<file path="src/rtl/core/pcm_format_rate_converter_assert.svh">
// Assertion macros used by the converter's top-level RTL.
`ifndef PCM_FORMAT_RATE_CONVERTER_ASSERT_SVH
`define PCM_FORMAT_RATE_CONVERTER_ASSERT_SVH

// Same-cycle implication, checked outside reset.
`define PFRC_ASSERT_NOW(label, ante, cons, msg) \
    label: assert property (@(posedge i_clk) disable iff (!i_rst_n) (ante) |-> (cons)) \
        else $error(msg);

// Next-cycle implication, checked outside reset.
`define PFRC_ASSERT_NEXT(label, ante, cons, msg) \
    label: assert property (@(posedge i_clk) disable iff (!i_rst_n) (ante) |=> (cons)) \
        else $error(msg);

`endif

</file>
<file path="src/rtl/core/pfrc_pkg.sv">
// Types and constants of the PCM format and rate converter.
package pfrc_pkg;

    localparam int RateW  = 18;
    localparam int NumW   = 19;
    localparam int PhaseW = 20;
    localparam int CountW = 24;
    localparam int CfgIdxW = 3;

    localparam logic [CfgIdxW-1:0] CfgSrcFormat = 3'd0;
    localparam logic [CfgIdxW-1:0] CfgSrcStereo = 3'd1;
    localparam logic [CfgIdxW-1:0] CfgDstFormat = 3'd2;
    localparam logic [CfgIdxW-1:0] CfgDstStereo = 3'd3;
    localparam logic [CfgIdxW-1:0] CfgSrcRate   = 3'd4;
    localparam logic [CfgIdxW-1:0] CfgDstRate   = 3'd5;
    localparam logic [CfgIdxW-1:0] CfgMaxOut    = 3'd6;

    localparam logic [1:0] SrcS16 = 2'd0;
    localparam logic [1:0] SrcF32 = 2'd1;

    localparam logic DstU8  = 1'b0;
    localparam logic DstS16 = 1'b1;

    typedef struct packed {
        logic dst_format;
        logic dst_stereo;
    } t_out_fmt;

    typedef struct packed {
        logic signed [15:0] left;
        logic signed [15:0] right;
        logic [7:0]         byte_val;
    } t_frame;

    typedef struct packed {
        logic [NumW-1:0]  quot;
        logic [RateW-1:0] rem;
    } t_div_res;

endpackage

</file>
<file path="src/rtl/core/pfrc_lane.sv">
// One channel lane: decodes an S16 or float32 word into a signed 16-bit sample.
module pfrc_lane
    import pfrc_pkg::*;
(
    input  logic               i_clk,
    input  logic [31:0]        i_word,
    input  logic [1:0]         i_src_format,
    output logic signed [15:0] o_sample
);

    // Stage one: classify and form the exact product of mantissa and 32767.
    logic [38:0]        r_prod;
    logic [7:0]         r_exp;
    logic               r_sign;
    logic               r_nan;
    logic               r_big;
    logic               r_tiny;
    logic [1:0]         r_fmt;
    logic signed [15:0] r_int;

    logic [7:0]  w_exp;
    logic [22:0] w_frac;

    assign w_exp  = i_word[30:23];
    assign w_frac = i_word[22:0];

    always_ff @(posedge i_clk) begin
        r_prod <= 39'({1'b1, w_frac}) * 39'd32767;
        r_exp  <= w_exp;
        r_sign <= i_word[31];
        r_nan  <= (w_exp == 8'hFF) && (w_frac != 23'd0);
        r_big  <= (w_exp > 8'd127) || ((w_exp == 8'd127) && (w_frac != 23'd0));
        r_tiny <= (w_exp == 8'd0);
        r_fmt  <= i_src_format;
        r_int  <= $signed(i_word[15:0]);
    end

    // Stage two: round the product to single precision, then truncate.
    logic [23:0] w_mant;
    logic        w_guard;
    logic        w_sticky;
    logic [24:0] w_round;
    logic [7:0]  w_shift;
    logic [24:0] w_mag;
    logic signed [15:0] w_float;
    logic signed [15:0] n_sample;

    always_comb begin
        if (r_prod[38]) begin
            w_mant   = r_prod[38:15];
            w_guard  = r_prod[14];
            w_sticky = |r_prod[13:0];
            w_shift  = 8'd135 - r_exp;
        end else begin
            w_mant   = r_prod[37:14];
            w_guard  = r_prod[13];
            w_sticky = |r_prod[12:0];
            w_shift  = 8'd136 - r_exp;
        end
        w_round = {1'b0, w_mant} + 25'(w_guard && (w_sticky || w_mant[0]));
        w_mag   = (w_shift > 8'd24) ? 25'd0 : (w_round >> w_shift[4:0]);
        if (r_nan || r_tiny) begin
            w_float = 16'sd0;
        end else if (r_big) begin
            w_float = r_sign ? -16'sd32767 : 16'sd32767;
        end else begin
            w_float = r_sign ? -$signed(w_mag[15:0]) : $signed(w_mag[15:0]);
        end
        case (r_fmt)
            SrcS16:  n_sample = r_int;
            SrcF32:  n_sample = w_float;
            default: n_sample = 16'sd0;
        endcase
    end

    always_ff @(posedge i_clk) begin
        o_sample <= n_sample;
    end

endmodule

</file>
<file path="src/rtl/core/pfrc_merge.sv">
// Merging stage: combines the two lane samples into the target frame format.
module pfrc_merge
    import pfrc_pkg::*;
(
    input  logic               i_clk,
    input  logic signed [15:0] i_left,
    input  logic signed [15:0] i_right,
    input  t_out_fmt           i_fmt,
    output t_frame             o_frame
);

    logic signed [16:0] w_sum;
    logic signed [16:0] w_avg;
    t_frame             n_frame;

    always_comb begin
        w_sum = 17'(i_left) + 17'(i_right);
        // Halve with truncation toward zero.
        w_avg = (w_sum + 17'(w_sum[16])) >>> 1;
        n_frame = '0;
        if (i_fmt.dst_stereo) begin
            if (i_fmt.dst_format == DstS16) begin
                n_frame.left  = i_left;
                n_frame.right = i_right;
            end
        end else if (i_fmt.dst_format == DstS16) begin
            n_frame.left = w_avg[15:0];
        end else begin
            n_frame.byte_val = {~w_avg[15], w_avg[14:8]};
        end
    end

    always_ff @(posedge i_clk) begin
        o_frame <= n_frame;
    end

endmodule

</file>
<file path="src/rtl/core/pfrc_div.sv">
// Restoring divider, one quotient bit per cycle.
module pfrc_div
    import pfrc_pkg::*;
(
    input  logic             i_clk,
    input  logic             i_rst_n,
    input  logic             i_start,
    input  logic [NumW-1:0]  i_num,
    input  logic [RateW-1:0] i_den,
    output logic             o_done,
    output t_div_res         o_res
);

    logic              r_busy;
    logic [4:0]        r_cnt;
    logic [NumW-1:0]   r_num;
    logic [RateW-1:0]  r_den;
    logic [RateW-1:0]  r_rem;
    logic [NumW-1:0]   r_quot;

    logic [RateW:0] w_trial;
    logic           w_fit;

    assign w_trial = {r_rem, r_num[NumW-1]};
    assign w_fit   = w_trial >= {1'b0, r_den};

    always_ff @(posedge i_clk) begin
        if (!i_rst_n) begin
            r_busy <= 1'b0;
            r_cnt  <= '0;
            o_done <= 1'b0;
        end else begin
            o_done <= 1'b0;
            if (i_start) begin
                r_busy <= 1'b1;
                r_cnt  <= 5'(NumW - 1);
            end else if (r_busy) begin
                r_cnt <= r_cnt - 5'd1;
                if (r_cnt == 5'd0) begin
                    r_busy <= 1'b0;
                    o_done <= 1'b1;
                end
            end
        end
    end

    always_ff @(posedge i_clk) begin
        if (i_start) begin
            r_num  <= i_num;
            r_den  <= i_den;
            r_rem  <= '0;
            r_quot <= '0;
        end else if (r_busy) begin
            r_num  <= {r_num[NumW-2:0], 1'b0};
            r_rem  <= w_fit ? RateW'(w_trial - {1'b0, r_den}) : w_trial[RateW-1:0];
            r_quot <= {r_quot[NumW-2:0], w_fit};
        end
    end

    assign o_res.quot = r_quot;
    assign o_res.rem  = r_rem;

endmodule

</file>
<file path="src/rtl/core/pcm_format_rate_converter.sv">
// The first result frame of an item is offered once the 19-step phase divider has
// finished; the item then holds the block until its result frames have been taken,
// each as the sink accepts it, and the next item is taken after the last result frame
// has been delivered (or as soon as the division ends when an item causes none).
// Reset (synchronous, active low) restores the register defaults and clears the phase
// accumulator and frame count.
module pcm_format_rate_converter
    import pfrc_pkg::*;
#(
    parameter int MAX_FANOUT = 64
) (
    input  logic               i_clk,
    input  logic               i_rst_n,
    input  logic               i_cfg_we,
    input  logic [CfgIdxW-1:0] i_cfg_index,
    input  logic [CountW-1:0]  i_cfg_data,
    input  logic               i_in_valid,
    output logic               o_in_ready,
    input  logic [31:0]        i_left_word,
    input  logic [31:0]        i_right_word,
    input  logic               i_final_frame,
    output logic               o_out_valid,
    input  logic               i_out_ready,
    output logic signed [15:0] o_out_left,
    output logic signed [15:0] o_out_right,
    output logic [7:0]         o_out_byte,
    output logic               o_run_end,
    output logic               o_fanout_overflow
);

    localparam int FanW = $clog2(MAX_FANOUT + 1);

    typedef enum logic [1:0] {
        S_IDLE,
        S_CALC,
        S_EMIT
    } t_state;

    t_state r_state;

    logic [1:0]        r_src_format;
    logic              r_src_stereo;
    logic              r_dst_format;
    logic              r_dst_stereo;
    logic [RateW-1:0]  r_src_rate;
    logic [RateW-1:0]  r_dst_rate;
    logic [CountW-1:0] r_max_out;
    logic [PhaseW-1:0] r_phase;
    logic [CountW-1:0] r_emitted;

    logic [31:0]       r_lw;
    logic [31:0]       r_rw;
    logic              r_final;
    logic              r_skip;
    logic [RateW-1:0]  r_sr;
    logic [RateW-1:0]  r_dr;
    logic [FanW-1:0]   r_n;
    logic [FanW-1:0]   r_cnt;
    logic              r_ovf;

    logic              w_accept;
    logic [RateW-1:0]  w_sr;
    logic [RateW-1:0]  w_dr;
    logic [PhaseW-1:0] w_num;
    logic              w_div_done;
    t_div_res          w_div;
    logic [NumW-1:0]   w_due;
    logic [PhaseW-1:0] n_phase;
    logic [CountW-1:0] w_remaining;
    logic [CountW-1:0] w_eff;
    logic [FanW-1:0]   n_n;
    logic              n_ovf;

    logic signed [15:0] w_left;
    logic signed [15:0] w_right;
    t_out_fmt           w_fmt;
    t_frame             w_frame;

    assign w_accept = i_in_valid && o_in_ready;
    assign w_sr     = (r_src_rate == '0) ? RateW'(1) : r_src_rate;
    assign w_dr     = (r_dst_rate == '0) ? RateW'(1) : r_dst_rate;
    // Numerator of the ceiling division for frames due; fits 19 bits when used.
    assign w_num    = PhaseW'(w_dr) - r_phase + PhaseW'(w_sr) - PhaseW'(1);

    always_ff @(posedge i_clk) begin
        if (!i_rst_n) begin
            r_src_format <= SrcS16;
            r_src_stereo <= 1'b0;
            r_dst_format <= DstS16;
            r_dst_stereo <= 1'b0;
            r_src_rate   <= RateW'(44100);
            r_dst_rate   <= RateW'(44100);
            r_max_out    <= CountW'(32768);
        end else if (i_cfg_we) begin
            case (i_cfg_index)
                CfgSrcFormat: r_src_format <= i_cfg_data[1:0];
                CfgSrcStereo: r_src_stereo <= i_cfg_data[0];
                CfgDstFormat: r_dst_format <= i_cfg_data[0];
                CfgDstStereo: r_dst_stereo <= i_cfg_data[0];
                CfgSrcRate:   r_src_rate   <= i_cfg_data[RateW-1:0];
                CfgDstRate:   r_dst_rate   <= i_cfg_data[RateW-1:0];
                CfgMaxOut:    r_max_out    <= i_cfg_data;
                default: ;
            endcase
        end
    end

    always_ff @(posedge i_clk) begin
        if (w_accept) begin
            r_lw    <= i_left_word;
            r_rw    <= r_src_stereo ? i_right_word : i_left_word;
            r_final <= i_final_frame;
            r_skip  <= r_phase >= PhaseW'(w_dr);
            r_sr    <= w_sr;
            r_dr    <= w_dr;
        end
    end

    pfrc_div u_div (
        .i_clk   (i_clk),
        .i_rst_n (i_rst_n),
        .i_start (w_accept),
        .i_num   (w_num[NumW-1:0]),
        .i_den   (w_sr),
        .o_done  (w_div_done),
        .o_res   (w_div)
    );

    pfrc_lane u_lane_left (
        .i_clk        (i_clk),
        .i_word       (r_lw),
        .i_src_format (r_src_format),
        .o_sample     (w_left)
    );

    pfrc_lane u_lane_right (
        .i_clk        (i_clk),
        .i_word       (r_rw),
        .i_src_format (r_src_format),
        .o_sample     (w_right)
    );

    assign w_fmt.dst_format = r_dst_format;
    assign w_fmt.dst_stereo = r_dst_stereo;

    pfrc_merge u_merge (
        .i_clk   (i_clk),
        .i_left  (w_left),
        .i_right (w_right),
        .i_fmt   (w_fmt),
        .o_frame (w_frame)
    );

    always_comb begin
        w_due   = r_skip ? '0 : w_div.quot;
        // With q*sr + rem = dr - d + sr - 1 the new phase is sr - 1 - rem.
        n_phase = r_skip ? (r_phase - PhaseW'(r_dr))
                         : PhaseW'(r_sr - RateW'(1) - w_div.rem);
        w_remaining = (r_emitted < r_max_out) ? (r_max_out - r_emitted) : '0;
        w_eff   = (CountW'(w_due) < w_remaining) ? CountW'(w_due) : w_remaining;
        n_n     = (w_eff < CountW'(MAX_FANOUT)) ? FanW'(w_eff) : FanW'(MAX_FANOUT);
        n_ovf   = w_eff > CountW'(MAX_FANOUT);
    end

    always_ff @(posedge i_clk) begin
        if (!i_rst_n) begin
            r_state   <= S_IDLE;
            r_phase   <= '0;
            r_emitted <= '0;
            r_cnt     <= '0;
            r_n       <= '0;
            r_ovf     <= 1'b0;
        end else begin
            case (r_state)
                S_IDLE: begin
                    if (w_accept) begin
                        r_state <= S_CALC;
                    end
                end
                S_CALC: begin
                    if (w_div_done) begin
                        if (r_final) begin
                            r_phase   <= '0;
                            r_emitted <= '0;
                        end else begin
                            r_phase   <= n_phase;
                            r_emitted <= r_emitted + w_eff;
                        end
                        r_n     <= n_n;
                        r_ovf   <= n_ovf;
                        r_cnt   <= '0;
                        r_state <= (n_n == '0) ? S_IDLE : S_EMIT;
                    end
                end
                S_EMIT: begin
                    if (i_out_ready) begin
                        r_cnt <= r_cnt + FanW'(1);
                        if (r_cnt + FanW'(1) == r_n) begin
                            r_state <= S_IDLE;
                        end
                    end
                end
                default: r_state <= S_IDLE;
            endcase
        end
    end

    assign o_in_ready        = (r_state == S_IDLE);
    assign o_out_valid       = (r_state == S_EMIT);
    assign o_out_left        = w_frame.left;
    assign o_out_right       = w_frame.right;
    assign o_out_byte        = w_frame.byte_val;
    assign o_run_end         = (r_cnt + FanW'(1) == r_n);
    assign o_fanout_overflow = r_ovf;

`include "pcm_format_rate_converter_assert.svh"

    `PFRC_ASSERT_NOW(a_no_overlap, o_out_valid, !o_in_ready, "input taken while emitting")
    `PFRC_ASSERT_NEXT(a_busy_after_take, w_accept, !o_in_ready && !o_out_valid, "no busy phase")
    `PFRC_ASSERT_NEXT(a_end_stops, o_out_valid && i_out_ready && o_run_end, !o_out_valid, "extra item")
    `PFRC_ASSERT_NOW(a_count_bound, o_out_valid, r_cnt < r_n, "more items than due")

endmodule

</file>
<file path="config.mk">
export PLATFORM = sky130hd
export DESIGN_NAME = pcm_format_rate_converter
export DESIGN_NICKNAME = d
export VERILOG_FILES = /design/src/rtl/core/pfrc_pkg.sv /design/src/rtl/core/pfrc_lane.sv /design/src/rtl/core/pfrc_merge.sv /design/src/rtl/core/pfrc_div.sv /design/src/rtl/core/pcm_format_rate_converter.sv
export VERILOG_INCLUDE_DIRS = /design/src /design/src/rtl/core
export SDC_FILE = /design/constraint.sdc
export NUM_CORES = 2
export LEC_CHECK = 0
export ABC_AREA = 1
export BUFFER_PORTS_ARGS = -buffer_cell sky130_fd_sc_hd__buf_2
export CORE_MARGIN = 4
export CORE_UTILIZATION = 55
export CTS_CLUSTER_DIAMETER = 30
export CTS_CLUSTER_SIZE = 25
export DETAILED_ROUTE_END_ITERATION = 10
export PLACE_DENSITY = 0.79
export SLEW_MARGIN = 25
export SYNTH_ARGS = -nofsm -noshare
export SYNTH_HDL_FRONTEND = slang
export SYNTH_SLANG_ARGS = --single-unit
</file>
<file path="constraint.sdc">
create_clock -name i_clk -period 5.7 [get_ports i_clk]
set_input_delay 0.285 -clock i_clk [delete_from_list [all_inputs] [get_ports i_clk]]
set_output_delay 0.285 -clock i_clk [all_outputs]
set_load 0.1 [all_outputs]
</file>
# ---- Yosys cells after proc, flatten, opt, wreduce, memory -nomap -nowiden
# Index checks and enable logic that the tools add are counted.
# Widths: inputs -> output; s select.
dict set report classes {
  n_addsub 21
  n_mul 2
  magnitude_cmp 10
  eq_ne 18
  n_shift 2
  mux 51
  bitwise 3
  n_reduce_logical 44
}
# cell count
set ops {}
lappend ops {{$mux 16} 12}
lappend ops {{$mux 24} 5}
lappend ops {{$mul 24x15->39 const B} 2}
lappend ops {{$mux 32} 2}
lappend ops {{$pmux 16 s2} 2}
lappend ops {{$mux 19} 3}
lappend ops {{$mux 18} 3}
lappend ops {{$add 24x1->25} 2}
lappend ops {{$shr 25x5->16} 2}
lappend ops {{$reduce_bool 23->1} 2}
lappend ops {{$mux 20} 2}
lappend ops {{$logic_not 18->1} 2}
lappend ops {{$neg 16->16} 2}
lappend ops {{$sub 8x8->8 const A} 4}
lappend ops {{$reduce_or 14->1} 2}
lappend ops {{$reduce_or 13->1} 2}
lappend ops {{$add 24x24->24} 1}
lappend ops {{$gt 24x7->1 const B} 1}
lappend ops {{$lt 19x24->1} 1}
lappend ops {{$lt 24x24->1} 1}
lappend ops {{$lt 24x7->1 const B} 1}
lappend ops {{$sub 24x24->24} 1}
lappend ops {{$mux 7} 3}
lappend ops {{$ge 20x18->1} 1}
lappend ops {{other kinds (43)} 92}
dict set report totals {
  regBits 499
  in_bits 97
  output_inout_bits 44
  word_cells 197
}

# ---- Logic depth before layout (Yosys ltp)
dict set report depth {
  word_depth 12
  mapped_depth 43
  mapped_depth_nobuf 42
}

# ---- Hierarchy
# A second synthesis with hierarchy kept.
dict set report hier_totals {
  cells_unflattened 6451
  area_unflattened_um2 48077.4
}
# module n_inst cells_each area_each_um2 seq_area_each_um2
set by_module_without_submodules {}
lappend by_module_without_submodules {pcm_format_rate_converter 1 2088 15854.0 5585.4}
lappend by_module_without_submodules {{pfrc_lane at u_lane_left} 1 1718 12867.3 1681.6}
lappend by_module_without_submodules {{pfrc_lane at u_lane_right} 1 1626 12285.5 1681.6}
lappend by_module_without_submodules {pfrc_div 1 587 4394.2 1991.9}
lappend by_module_without_submodules {pfrc_merge 1 432 2676.3 800.8}

# ---- Worst setup path after synthesis
# No wires, ideal clock.
dict set report synth_timing {
  path_kind {register -> register}
  start {register r_lw[16]}
  end {register u_lane_left.r_prod[38]}
  setup_ns 0.122
  arrival_time_ns 5.878
  slack_ns -0.300
  path_stages_with_launch 28
  path_buffers 0
  path_cell_list {edfxtp_1 fa_1 inv_1 fa_1 inv_1 fa_1 inv_1 fa_1 inv_1 fa_1 inv_1 fa_1 inv_1 ha_1 nand2_1 nor2_1 nand2_1 o21ai_0 a21oi_1 o31ai_1 a21boi_0 o21ai_0 nand2_1 nand2_1 a21oi_1 nor2_1 nor2_1 xor2_1}
}
dict set report synth_via {
  elab_chain_cells 1
}
# item line
set synth_rtl {}
lappend synth_rtl {{from (decl)} pcm_format_rate_converter.sv:51} ;# logic [31:0] r_lw;
lappend synth_rtl {{from (signal assigned)} pcm_format_rate_converter.sv:110} ;# r_lw <= i_left_word;
lappend synth_rtl {{$mul 24x15->39} pfrc_lane.sv:28} ;# r_prod <= 39'({1'b1, w_frac}) * 39'd32767;
lappend synth_rtl {{to (signal assigned)} pfrc_lane.sv:28}
lappend synth_rtl {{to (decl)} pfrc_lane.sv:12} ;# logic [38:0] r_prod;
# Every way passes these cells.
# A chain may end at the register's enable or synchronous reset.

# ---- Final worst setup path
dict set report layout_timing {
  start {register r_rw[4]}
  end {register u_lane_right.r_prod[38]}
}
dict set report layout_via {
  elab_chain_cells 1
}
# item line
set layout_rtl {}
lappend layout_rtl {{from (decl)} pcm_format_rate_converter.sv:52} ;# logic [31:0] r_rw;
lappend layout_rtl {{from (signal assigned)} pcm_format_rate_converter.sv:111} ;# r_rw <= r_src_stereo ? i_right_word : i_left_word;
lappend layout_rtl {{$mul 24x15->39} pfrc_lane.sv:28}
lappend layout_rtl {{to (signal assigned)} pfrc_lane.sv:28}
lappend layout_rtl {{to (decl)} pfrc_lane.sv:12}
# Every way passes these cells.

==> run metrics <==
status finished, violations left; failing checks setup timing; share of the synthesized area in the top cell type 0.166; row cnt 105; Vias about 44000; Hold Crit Endpoint r_dst_stereo; hpwl dp 107000 um; post-synthesis mux area share 0.00795; Compound-Gate Fraction of Synth Area 0.112; Synth Warn # 0; routed vias/inst 5.65; initial antenna violation count 14; simple-gate share of the synthesized area 0.222; fillers 6080; CTS clock-pin slew for the worst setup and hold paths 0.07 ns; count of pins over their slew limit 0; Slew HR 0.232; Max-Cap Viols 0; DRT Wirelength 151000 um; Setup crit start kind flip-flop; adder-cell share of the synthesized area 0.275; WHS Path Cells 3; placed insts 7403; Synth Flop Type dfxtp_1; Crit path top cell by count fa_1; FF-to-FF End u_lane_right.r_prod[38]; layout cell share with drive strength beyond 1 0.188; setup_tns -10.83 ns; R2R depth 24; Die Span X 295 um; WP data required 6.25 ns; Synth Instances between 5000 and 6000; Seq/Total Area, Yosys 0.246; die area 0.0871 mm2; Synth Area in XOR/XNOR 0.0296; Mapped Area between 0.04 and 0.05 mm2; DRT antenna net count 0; flops & latches, synth 497; clock tree buffer depth 3; syn_area_per_cell about 7.6 um2; CTS sink cnt 497; critical path class reg -> reg; crit-path max FO 4; Hold Crit Start i_cfg_index[0]; worst slew pin tran 1.15 ns; Worst path slowest cell fa_2; area leader, netlist dfxtp_1; Synth area leaders dfxtp_1 17%, fa_1 16%, ha_1 11%; gpl congestion a little under 1; CTS tree yes; detailed router's first-iteration violation count 3860; most common cell in the netlist nand2_1; clk_lat worst skew 0.71 ns; first-pass GRT wire length between 200000 and 250000 um; vias in the first global route 43200; I/O Buffers 140; Die H 295 um; reg-to-reg slack, setup -0.59 ns; Layout Nets ~7500; worst endpoint data arrival time 6.84 ns; main combinational cell family by area after synthesis adder cells; worst setup margin -0.590 ns; cells along the critical path buf_4 > fa_2 > fa_1 > fa_1 > inv_2 > fa_1 > inv_1 > fa_1 > inv_1 > fa_1 > inv_2 > ha_4 > nand2_4 > nor2_4 > nand2_2 > o21ai_2 > a21oi_2 > o21a_1 > o31ai_4 > nand2_1 > nand2_2 > a21oi_4 > o31ai_2 > xnor2_1; Initial DRT Pass Iterations 7; Critical Path End Type flip-flop; GRT Util Overall 0.331; most common library cells after synthesis 1225 x nand2_1, 1066 x inv_1, 437 x nand3_1, 427 x nor2_1, 405 x ha_1; multi-input logic area about 0.03 mm2; Final Setup Violations 39; Peak Freq 159 MHz; DRC violations left 0; Initial Util 0.554; Hold Crit Class in -> reg; fin crit share 1.10; CTS Buf Count 106; non-filler instance count after layout 7788; utilization after layout 0.691; Ports approximately 140; grt ovf 0; Netlist cell types 69; Placed Area 0.0498 mm2; design area ~0.057 mm2; worst r2r src r_rw[4]; delay of the slowest critical-path stage between 0.6 and 0.7 ns; WL/cell 19.4 um; H-tree levels 3; Post-synth EDFFs 121; largest net degree at the start of global routing 70; Setup Skew 0.0700 ns; RSZ-0062 raised after global routing true; final hold viol count 0; ys async rst share 0; Core Region 0.0818 mm2; Syn-to-layout area delta 24.8%; Root Buffer clkbuf_16; crit path time final 6.29 ns; FF/Latch Area 0.0112 mm2
[cell type report]
type,instances,area share
flip-flops and latches,497,0.197
clock buffers,127,0.0517
multi-input cells,4207,0.544
repair buffers,711,0.0950
diodes,12,0.000531
well taps,1070,0.0237
inverters,1093,0.0728
clock inverters,71,0.0153
[layout by cell type (no fill, tap or decap), types with 121 or more instances in the layout]
cell,synthesis,layout
a21oi_1,390,352
buf_2,24,140
buf_4,8,443
dfxtp_1,376,369
edfxtp_1,121,121
fa_1,370,337
ha_1,405,363
inv_1,1066,1038
nand2_1,1225,1182
nand3_1,437,423
nor2_1,427,403
o21ai_0,274,248
[registers in the layout, indices dropped and copies added, names as in the netlist, 19 cells and up]
| register | cells |
|---|---|
| u_div.r_num | 19 |
| r_emitted | 24 |
| r_max_out | 24 |
| r_rw | 32 |
| r_lw | 32 |
| u_lane_left.r_prod | 39 |
| r_phase | 20 |
| u_div.r_quot | 19 |
| u_merge.o_frame | 40 |
| u_lane_right.r_prod | 39 |
[stage by stage]
step | hold slack (ns) | setup WS, ns
finish | 0.0369 | -0.590
global route | 0.0333 | -0.804
CTS | 0.00599 | -0.220
detailed placement | 0.346 | -0.443
global placement | 0.333 | -0.305
floorplan | 0.323 | -0.162
[worst max-delay path by stage]
stage,from,end,cells after the start
final,r_rw[4],u_lane_right.r_prod[38],24
after global routing,r_rw[3],u_lane_right.r_prod[38],25
after CTS,r_lw[10],u_lane_left.r_prod[35],26
after detailed placement,r_lw[16],u_lane_left.r_prod[38],26
after global placement,r_lw[10],u_lane_left.r_prod[38],23
after floorplan,r_lw[16],u_lane_left.r_prod[38],27
[cell families after synthesis]
group,count (synthesis)
buf+inv,1256
mux,32
simple gates,2335
flops,497
compound gates,908
fa+ha+maj,775
xor+xnor,153
other cells,1
[routing by layer]
layer | part of all wire | GRT usage | vias to the layer above
li1 | - | - | 20400
met1 | 0.39 | 0.427 | 20600
met2 | 0.44 | 0.519 | 2303
met3 | 0.091 | 0.0627 | 645
met4 | 0.073 | 0.200 | 0
met5 | 0 | 0 | -
[worst max-delay path, delay by kind of cell, from the launching register on]
| family | cells | cell delay (ns) |
|---|---|---|
| flops | 1 | 0.55 |
| xor+xnor | 1 | 0.10 |
| simple gates | 5 | 0.43 |
| buf+inv | 5 | 0.44 |
| fa+ha+maj | 7 | 3.58 |
| compound gates | 6 | 1.03 |
[timing repair]
item	4_1_cts	5_1_grt
endpoints found under the setup margin	37	54
hold buffers	90	0
endpoints found under the hold margin	126	0
pin swaps	98	133
setup buffers	51	42
gates resized for setup	122	204
Power is not shown: default switching activity piles up to over one toggle a cycle in this logic, so the estimate is an artifact.
